<file path="src/sv/cfvg_pkg.sv">
// shared types, constants and tables of the circle fan vertex generator
`default_nettype none
package cfvg_pkg;

	localparam int IDX_W        = 11;
	localparam int COORD_W      = 17;
	localparam int RAD_W        = 16;
	localparam int PTS_W        = 11;
	localparam int PHASE_BITS   = 16;
	localparam int MAX_POINTS   = 1024;
	localparam int CORDIC_STEPS = 24;
	localparam int XW           = 35;
	localparam int ZW           = 32;
	localparam int PROD_W       = 46;
	localparam int GAIN_W       = 30;
	localparam int CFG_IDX_W    = 1;
	localparam int CFG_DATA_W   = 16;

	localparam logic [GAIN_W-1:0]     CORDIC_GAIN = 30'd652032874;
	localparam logic [RAD_W-1:0]      RADIUS_RST  = 16'd1600;
	localparam logic [PTS_W-1:0]      POINTS_RST  = 11'd50;
	localparam logic [PTS_W-1:0]      POINTS_MIN  = 11'd3;
	localparam logic [PTS_W-1:0]      POINTS_MAX  = PTS_W'(MAX_POINTS);
	localparam logic [CFG_IDX_W-1:0]  REG_RADIUS  = 1'b0;
	localparam logic [CFG_IDX_W-1:0]  REG_POINTS  = 1'b1;
	localparam logic signed [COORD_W-1:0] COORD_MAX = 17'sd65535;
	localparam logic signed [COORD_W-1:0] COORD_MIN = -17'sd65535;

	typedef enum logic [1:0] {
		VK_CENTRE,
		VK_RIM,
		VK_LAST,
		VK_ERROR
	} vkind_t;

	typedef struct packed {
		logic   vld;
		vkind_t kind;
	} tag_t;

	// cordic angle table, units of 2^-32 turn
	function automatic logic signed [ZW-1:0] atan_turn(input logic [4:0] i);
		logic signed [ZW-1:0] t;
		unique case (i)
			5'd0:    t = 32'sd536870912;
			5'd1:    t = 32'sd316933406;
			5'd2:    t = 32'sd167458907;
			5'd3:    t = 32'sd85004756;
			5'd4:    t = 32'sd42667331;
			5'd5:    t = 32'sd21354465;
			5'd6:    t = 32'sd10680862;
			5'd7:    t = 32'sd5340245;
			5'd8:    t = 32'sd2670163;
			5'd9:    t = 32'sd1335087;
			5'd10:   t = 32'sd667544;
			5'd11:   t = 32'sd333772;
			5'd12:   t = 32'sd166886;
			5'd13:   t = 32'sd83443;
			5'd14:   t = 32'sd41722;
			5'd15:   t = 32'sd20861;
			5'd16:   t = 32'sd10430;
			5'd17:   t = 32'sd5215;
			5'd18:   t = 32'sd2608;
			5'd19:   t = 32'sd1304;
			5'd20:   t = 32'sd652;
			5'd21:   t = 32'sd326;
			5'd22:   t = 32'sd163;
			5'd23:   t = 32'sd81;
			default: t = '0;
		endcase
		return t;
	endfunction

endpackage
`default_nettype wire

</file>
<file path="src/sv/cfvg_div.sv">
// pipelined restoring divider, one phase bit per stage
`default_nettype none
module cfvg_div (
	input  wire logic                          clk,
	input  wire logic                          arst_n,
	input  wire logic                          en,
	input  wire cfvg_pkg::tag_t                tag_i,
	input  wire logic [cfvg_pkg::PTS_W-1:0]    rem_i,
	input  wire logic [cfvg_pkg::PTS_W-1:0]    n,
	output cfvg_pkg::tag_t                     tag_o,
	output logic [cfvg_pkg::PHASE_BITS-1:0]    q_o
);
	import cfvg_pkg::*;

	tag_t                  tag_s [PHASE_BITS];
	logic [PTS_W-1:0]      rem_s [PHASE_BITS];
	logic [PHASE_BITS-1:0] q_s   [PHASE_BITS];

	for (genvar i = 0; i < PHASE_BITS; i++) begin : g_stage
		tag_t                  tag_p;
		logic [PTS_W-1:0]      rem_p;
		logic [PHASE_BITS-1:0] q_p;
		logic [PTS_W:0]        dbl;
		logic                  ge;

		if (i == 0) begin : g_first
			assign tag_p = tag_i;
			assign rem_p = rem_i;
			assign q_p   = '0;
		end else begin : g_next
			assign tag_p = tag_s[i-1];
			assign rem_p = rem_s[i-1];
			assign q_p   = q_s[i-1];
		end

		assign dbl = {rem_p, 1'b0};
		assign ge  = dbl >= {1'b0, n};

		always_ff @(posedge clk or negedge arst_n) begin
			if (!arst_n) begin
				tag_s[i] <= '0;
			end else if (en) begin
				tag_s[i] <= tag_p;
			end
		end

		always_ff @(posedge clk) begin
			if (en) begin
				rem_s[i] <= ge ? PTS_W'(dbl - {1'b0, n}) : dbl[PTS_W-1:0];
				q_s[i]   <= {q_p[PHASE_BITS-2:0], ge};
			end
		end
	end

	assign tag_o = tag_s[PHASE_BITS-1];
	assign q_o   = q_s[PHASE_BITS-1];

endmodule
`default_nettype wire

</file>
<file path="config.mk">
export PLATFORM = sky130hd
export DESIGN_NAME = cfvg_div
export DESIGN_NICKNAME = d
export VERILOG_FILES = /design/src/sv/cfvg_pkg.sv /design/src/sv/cfvg_div.sv
export SDC_FILE = /design/constraint.sdc
export NUM_CORES = 1
export LEC_CHECK = 0
export ABC_AREA = 1
export BUFFER_PORTS_ARGS = -buffer_cell sky130_fd_sc_hd__buf_2
export CORE_UTILIZATION = 69
export DETAILED_ROUTE_END_ITERATION = 8
export PLACE_DENSITY_LB_ADDON = 0.3
export RECOVER_POWER = 100
export SKIP_LAST_GASP = 1
export SYNTH_ARGS = -nofsm -noshare
export SYNTH_HDL_FRONTEND = slang
export SYNTH_SLANG_ARGS = --single-unit
export TNS_END_PERCENT = 100
</file>
<file path="constraint.sdc">
create_clock -name clk -period 4.7 [get_ports clk]
set_input_delay 0.94 -clock clk [delete_from_list [all_inputs] [get_ports clk]]
set_output_delay 0.94 -clock clk [all_outputs]
set_load 0.1 [all_outputs]
</file>
==> results of run 1 <==
-- placed cells by master (no fill, tap or decap), types with 27 or more instances in the layout --
master and n:
clkbuf_1 27, nor2_1 143, dfrtp_1 48, xor2_1 45, clkbuf_16 38, a21oi_1 76, ha_1 175, nand3b_1 30
nand2_1 982, nor2_4 28, nand3_1 374, nand2_2 32, nand3_2 31, nand4_1 47, inv_1 341, edfxtp_1 301
-- stage by stage --
stage	cell area [sq um]	hold slack [ns]	std cells	worst slack [ns]	total power, W
finish	25000	0.411	3334	0.945	0.0152
global route	25000	0.419	3334	0.699	0.0163
CTS	25100	0.416	3334	1.52	0.0151
detailed placement	23900	0.405	3264	0.983	0.0121
global placement	23900	0.400	3264	1.02	0.0119
floorplan	23300	0.400	2809	1.36	0.0106
-- sequential cells by signal, summed over array words and instances (netlist names) --
name	cells
rem_s	165
q_s	136
g_stage.tag_p	45
tag_o	3
-- layout make-up --
type / instances / share of cell area [%]
Multi-Input combinational cell: 2051 / 44.9
Sequential cell: 349 / 41.0
Inverter: 349 / 5.25
Clock buffer: 47 / 4.06
Tap cell: 442 / 2.21
Timing Repair Buffer: 73 / 1.82
Clock inverter: 23 / 0.801
-- critical path, stage by stage --
cell     delay [ns]
buf_2          0.09
inv_1          1.31
ha_1           0.47
ha_1           0.19
inv_1          0.05
nor2_1         0.07
nand3_1        0.08
nand4_1        0.48
nand2_1        0.26
nand2_1        0.08
-- power by group through the flow --
stage / Combinational [W] / Sequential (W) / Clock (W)
after CTS: 0.00705 / 0.00511 / 0.00295
final: 0.00713 / 0.00512 / 0.00291
after floorplan: 0.00560 / 0.00502 / 0
after global placement: 0.00672 / 0.00515 / 0
after global routing: 0.00807 / 0.00518 / 0.00306
after detailed placement: 0.00698 / 0.00516 / 0
-- path summary, 6_finish.rpt --
path                                   startpoint                                to  slack [ns]  cells past startpoint
min                           q_s[1][0]$_DFFE_PP_              q_s[1][17]$_DFFE_PP_        0.41                      0
max                                          n[1]            rem_s[1][19]$_DFFE_PP_        0.95                     10
max in group asynchronous                  arst_n   g_stage[7].tag_p[1]$_DFFE_PN0P_        2.07                      1
min reg2reg                   q_s[1][0]$_DFFE_PP_              q_s[1][17]$_DFFE_PP_        0.41                      0
min in group asynchronous                  arst_n  g_stage[11].tag_p[2]$_DFFE_PN0P_        1.19                      1
max reg2reg                rem_s[0][74]$_DFFE_PP_            rem_s[0][87]$_DFFE_PP_        1.97                      7
-- per-layer routing --
layer / routed length (um) / share of wire (%)
met3: 4060 / 7.5
met1: 23000 / 42
met5: 15 / 0.028
met2: 25400 / 47
met4: 1680 / 3.1
-- cell families after synthesis --
| group | count (synthesis) | share of synthesized area (%) |
|---|---|---|
| buffers and inverters | 409 | 7.70 |
| AND/OR/NAND/NOR | 1684 | 32.5 |
| multiplexers | 4 | 0.193 |
| AO/OA/AOI/OAI | 128 | 3.28 |
| flip-flops | 349 | 44.0 |
| XOR/XNOR | 45 | 1.69 |
| adder cells (fa/ha/maj) | 190 | 10.7 |
==> impl_metrics.json, run 1 <==
{
  "status": "finished, violations left",
  "failing_checks": "capacitance limit, slew limit",
  "regArea_sq_mm": 0.0102,
  "p_sw_w": 0.00644,
  "synth_most_common_cell": "nand2_1",
  "final_hold_viol_count": 0,
  "multi_input_area_sq_mm": 0.0112,
  "dominantRegCellSynth": "edfxtp_1",
  "floorplan.initialDensity_pct": 70.9,
  "internal_power_of_the_cells_w": 0.00872,
  "remaining_drc_errors": 0,
  "irDropWorstVdd_mv": 0.368,
  "timing.final.max_slew_violations": 226,
  "synthTopCellsByArea": "edfxtp_1 39%, nand2_1 16%, ha_1 9.4%",
  "finalCoreUtilization_pct": 76.0,
  "timing.max_cap.violations": 3,
  "timing.critical_path.to_type": "flop",
  "power_per_cell_area_mw_per_mm2": 607,
  "post_cts_resize_count": 0,
  "via_per_inst": 5.69,
  "grt_first_pass_wirelength_um": 88100,
  "clkSinkCount": 349,
  "skew_ns": 0.0163,
  "finalSetupViolCount": 0,
  "synth.lib_cells_used.distinct": 31,
  "grt_max_degree": 148,
  "pwr-share-seq_pct": 33.8,
  "met2_resource_use_gr_pct": 53.5,
  "hold_path_class": "reg -> reg",
  "tightest_pin_transition_ns": 3.05,
  "leftover_overflow_at_the_end_of_global_routing": 0,
  "synth_top_area_cell": "edfxtp_1",
  "io_pins": 47,
  "wl_per_cell_um": 16.2,
  "crit_fanout": 31,
  "ys_seq_area_share_pct": 44.0,
  "num-fill-cells": 2420,
  "place_hpwl_um": 38000,
  "post_synthesis_cell_area_sq_mm": 0.0233,
  "comb_power_share_pct": 47.0,
  "area_delta_synth_final_pct": 7.32,
  "min_period_ns": 3.75,
  "postSynth.asyncResetShare_pct": 13.8,
  "number_of_buffers_inserted_during_clock_tree_synthesis": 38,
  "global_route.usage.met3_pct": 5.18,
  "crit_arrival_ns": 4.05,
  "chip_width_um": 186,
  "busiest_grt_layer": "met2",
  "setup.worst_path.start_class": "primary input",
  "holdBufCountCts": 0,
  "antenna_cells_inserted": 0,
  "vias_in_the_first_global_route": 18100,
  "syn-instance-count": 2809,
  "clockRootBuffer": "clkbuf_16",
  "grt_setup_unrepaired": "no",
  "leakagePower_nw": 12.2,
  "synth_warnings": 0,
  "final_net_count": 3080,
  "sw_frac_of_total_pct": 42.5,
  "grt_antenna_before_repair": 1,
  "route.vias.total": 19000,
  "drt_wl_total_um": 54200,
  "clock_power_share_pct": 19.2,
  "clkTransAtPathRegs_ns": 0.06,
  "syn_avg_cell_area_sq_um": 8.29,
  "number_of_nets_in_the_synthesized_netlist": 3027,
  "detail-route-antenna-nets": 0,
  "critical_path_class": "in -> reg",
  "first_iter_violations": 1602,
  "fp.dieArea_sq_mm": 0.0345,
  "clock_insertion_delay_worst_skew_ns": 0.55,
  "worstPathRequired_ns": 4.99,
  "core_sq_mm": 0.0329,
  "place.port_buffers": 46,
  "globalRouteMet1Util_pct": 43.1,
  "htree_levels": 2,
  "synth.top_cell.area_share_pct": 38.8,
  "finalCritPeriodShare_pct": 79.9,
  "global_route.usage.total_pct": 32.4,
  "fp-row-count": 66,
  "count_of_flip_flops_with_a_built_in_enable_after_synthesis": 301,
  "cts_tree": "yes",
  "cts.repair_timing.setup_buffer_count": 0,
  "drive_gt1_share_pct": 8.40,
  "top_post_synthesis_cells_by_count": "975 x nand2_1, 374 x nand3_1, 342 x inv_1",
  "drt-pass1-iter-count": 8,
  "timing.slew.headroom_pct": -103,
  "floorplan.die.height_um": 186,
  "clockBufferDepth": 3,
  "gp_routability_congestion": 0.980,
  "max_freq_ghz": 0.266,
  "setup_total_negative_slack_ns": 0,
  "synth_seq_cells": 349
}
No activity file was read; power rests on OpenSTA's default activity.
==> run 2, diff against run 1 <==
--- a/config.mk
+++ b/config.mk
@@ -7,7 +7,7 @@
 export LEC_CHECK = 0
 export ABC_AREA = 1
 export BUFFER_PORTS_ARGS = -buffer_cell sky130_fd_sc_hd__buf_2
-export CORE_UTILIZATION = 69
+export CORE_UTILIZATION = 64
 export DETAILED_ROUTE_END_ITERATION = 8
 export PLACE_DENSITY_LB_ADDON = 0.3
 export RECOVER_POWER = 100
==> constraint.sdc (replaced) <==
create_clock -name clk -period 3.47 [get_ports clk]
set_input_delay 0.694 -clock clk [delete_from_list [all_inputs] [get_ports clk]]
set_output_delay 0.694 -clock clk [all_outputs]
set_load 0.1 [all_outputs]
==> run 2 against run 1 <==
  * Largest cell class unchanged
  * Count of clock-buffer cells in the layout grew 5
  * Non-clock buffer count rose by 20
  * Routed wire length grew 0.60%
  * Clock skew shrank 0.00052 ns
  * First-iteration DRC count up 3.8%
  * The run still ends with capacitance limit, slew limit left
  * Hold slack lost 0.072 ns
==> impl_metrics.json, run 2 (synthesis gave the netlist of run 1 again) <==
{
  "status": "finished, violations left",
  "failing_checks": "capacitance limit, slew limit",
  "cts_tree": "yes",
  "holdPathStages": 3,
  "number_of_buffers_inserted_during_clock_tree_synthesis": 41,
  "drt-pass1-iter-count": 6,
  "first_iter_violations": 1663,
  "leakagePower_nw": 12.3,
  "via_per_inst": 5.61,
  "timing.critical_path.to_type": "flop",
  "worst_reg2reg_setup_slack_ns": 1.01,
  "hold_path_class": "in -> reg",
  "gp_routability_congestion": 0.965,
  "area_delta_synth_final_pct": 8.50,
  "critPathBufInv": 4,
  "max_freq_ghz": 0.345,
  "timing.max_cap.violations": 2,
  "wl_per_cell_um": 16.1,
  "timing.slew.headroom_pct": -63.6,
  "sw_frac_of_total_pct": 41.8,
  "htree_levels": 2,
  "critical_path_class": "in -> reg",
  "final_hold_viol_count": 0,
  "final_net_count": 3103,
  "setup.worst_path.start_class": "primary input",
  "io_pins": 47,
  "clockBufferDepth": 3,
  "skew_ns": 0.0157,
  "crit_arrival_ns": 3.19,
  "leftover_overflow_at_the_end_of_global_routing": 0,
  "clkSinkCount": 349,
  "clkTransAtPathRegs_ns": 0.06,
  "place.port_buffers": 46,
  "cp_slowest_stage_delay_ns": 0.66,
  "top_register": "rem_s",
  "critical_r2r_capture": "rem_s[1][42]$_DFFE_PP_",
  "remaining_drc_errors": 0,
  "finalSetupViolCount": 0,
  "rr_worst_depth": 7,
  "num-fill-cells": 2802,
  "finalCoreUtilization_pct": 70.9,
  "cp_top_family": "simple AND/OR/NAND/NOR gates",
  "crit-reg2reg-launch": "rem_s[1][22]$_SDFFCE_PN0P_",
  "chip_width_um": 193,
  "timing.final.max_slew_violations": 134,
  "grt_antenna_before_repair": 0,
  "number_of_flip_flops_in_the_largest_register": 165,
  "clock_power_share_pct": 20.6,
  "min_period_ns": 2.90,
  "regArea_sq_mm": 0.0102,
  "place.detailed.instances": 3303,
  "irDropWorstVdd_mv": 0.397,
  "internal_power_of_the_cells_w": 0.0122,
  "worst_hold_startpoint": "tag_i[1]",
  "worstPathRequired_ns": 3.77,
  "floorplan.die.height_um": 193,
  "comb_power_share_pct": 46.3,
  "vias_in_the_first_global_route": 18100,
  "floorplan.initialDensity_pct": 65.3,
  "fp.dieArea_sq_mm": 0.0372,
  "placement.setup.worst_slack_ns": 0.339,
  "route.vias.total": 18900,
  "place_hpwl_um": 38300,
  "critical-path-top-cell-by-count": "nand2_1",
  "drive_gt1_share_pct": 8.30,
  "global_route.usage.total_pct": 30.3,
  "pwr-share-seq_pct": 33.1,
  "tightest_pin_transition_ns": 2.45,
  "hold_path_end": "g_stage[1].tag_p[1]$_DFFE_PN0P_",
  "fp-row-count": 69,
  "post_cts_resize_count": 0,
  "clock_insertion_delay_worst_skew_ns": 0.57,
  "power_per_cell_area_mw_per_mm2": 828,
  "grt_setup_unrepaired": "no",
  "fin_cells": 3377,
  "grt_first_pass_wirelength_um": 88200,
  "crit_fanout": 16,
  "layout.cells.most_common_list": "990 x nand2_1, 378 x nand3_1, 341 x inv_1, 301 x edfxtp_1, 175 x ha_1",
  "total_power_w": 0.0209,
  "clockRootBuffer": "clkbuf_16",
  "detail-route-antenna-nets": 0,
  "critical_path.cell_chain": "buf_2 -> inv_1 -> clkbuf_2 -> ha_1 -> nand2_1 -> inv_1 -> nand2_1 -> nand2_1 -> nand2_1 -> nand4_1 -> nand3_1 -> nand2_1",
  "setup_total_negative_slack_ns": 0,
  "antenna_cells_inserted": 0,
  "grt_max_degree": 88,
  "multi_input_area_sq_mm": 0.0112,
  "drt_wl_total_um": 54500,
  "finalCritPeriodShare_pct": 83.4,
  "layout.cells.most_common": "nand2_1",
  "setup_slack_ns": 0.575,
  "holdBufCountCts": 0,
  "p_sw_w": 0.00874,
  "core_sq_mm": 0.0357,
  "cts.repair_timing.setup_buffer_count": 0,
  "cell_with_the_largest_stage_delay_on_the_worst_path": "clkbuf_2"
}
## run 2: cell types whose count changed in the layout (fill, tap and decap cells not counted), sizes merged
cell	change
buf	+9
bufinv	+2
clkbuf	+16
clkinv	-4
clkinvlp	+2
inv	-1
## run 2: cell type report
cell class | instances | area share, %
clock buffers | 52 | 4.39
clock inverters | 22 | 0.891
inverters | 349 | 5.19
multi-input cells | 2051 | 44.3
flip-flops and latches | 349 | 40.5
well taps | 461 | 2.28
repair buffers | 93 | 2.44
## run 2: per-stage QoR
stage | hold slack, ns | cell area (sq um)
global route | 0.344 | 25300
detailed placement | 0.405 | 24100
floorplan | 0.398 | 23300
global placement | 0.400 | 24100
CTS | 0.315 | 25400
finish | 0.339 | 25300
## run 2: worst reg2reg max path, stage by stage, from the launching register on
cell and delay [ns]:
edfxtp_1 0.43, fa_1 0.51, nand3_1 0.12, nand3_1 0.18, nand3_1 0.13, nand4_1 0.48
nand3_1 0.25, nand2_1 0.10
## run 2: worst max path at each step
| stage | from | end | cells past startpoint | slack (ns) |
|---|---|---|---|---|
| after global placement | n[1] | rem_s[1][40]$_DFFE_PP_ | 11 | 0.38 |
| after floorplan | n[0] | rem_s[0][20]$_DFFE_PP_ | 13 | 0.38 |
| after detailed placement | n[1] | rem_s[1][40]$_DFFE_PP_ | 10 | 0.34 |
| after global routing | en | rem_s[0][87]$_DFFE_PP_ | 3 | 0.41 |
| final | n[7] | rem_s[1][32]$_DFFE_PP_ | 12 | 0.57 |
| after CTS | n[1] | rem_s[1][40]$_DFFE_PP_ | 10 | 0.95 |
## run 2: layer usage
layer / track usage [%] / wire length [um]
met5: 0 / 0
met4: 13.6 / 2200
met3: 4.89 / 3530
met2: 51.2 / 25900
met1: 38.1 / 22900
## run 2: power groups by stage
stage / logic, W / registers (W) / clock network (W)
floorplan: 0.00759 / 0.00680 / 0
global placement: 0.00927 / 0.00695 / 0
detailed placement: 0.00959 / 0.00698 / 0
CTS: 0.00965 / 0.00691 / 0.00439
global route: 0.0110 / 0.00701 / 0.00453
finish: 0.00969 / 0.00692 / 0.00431
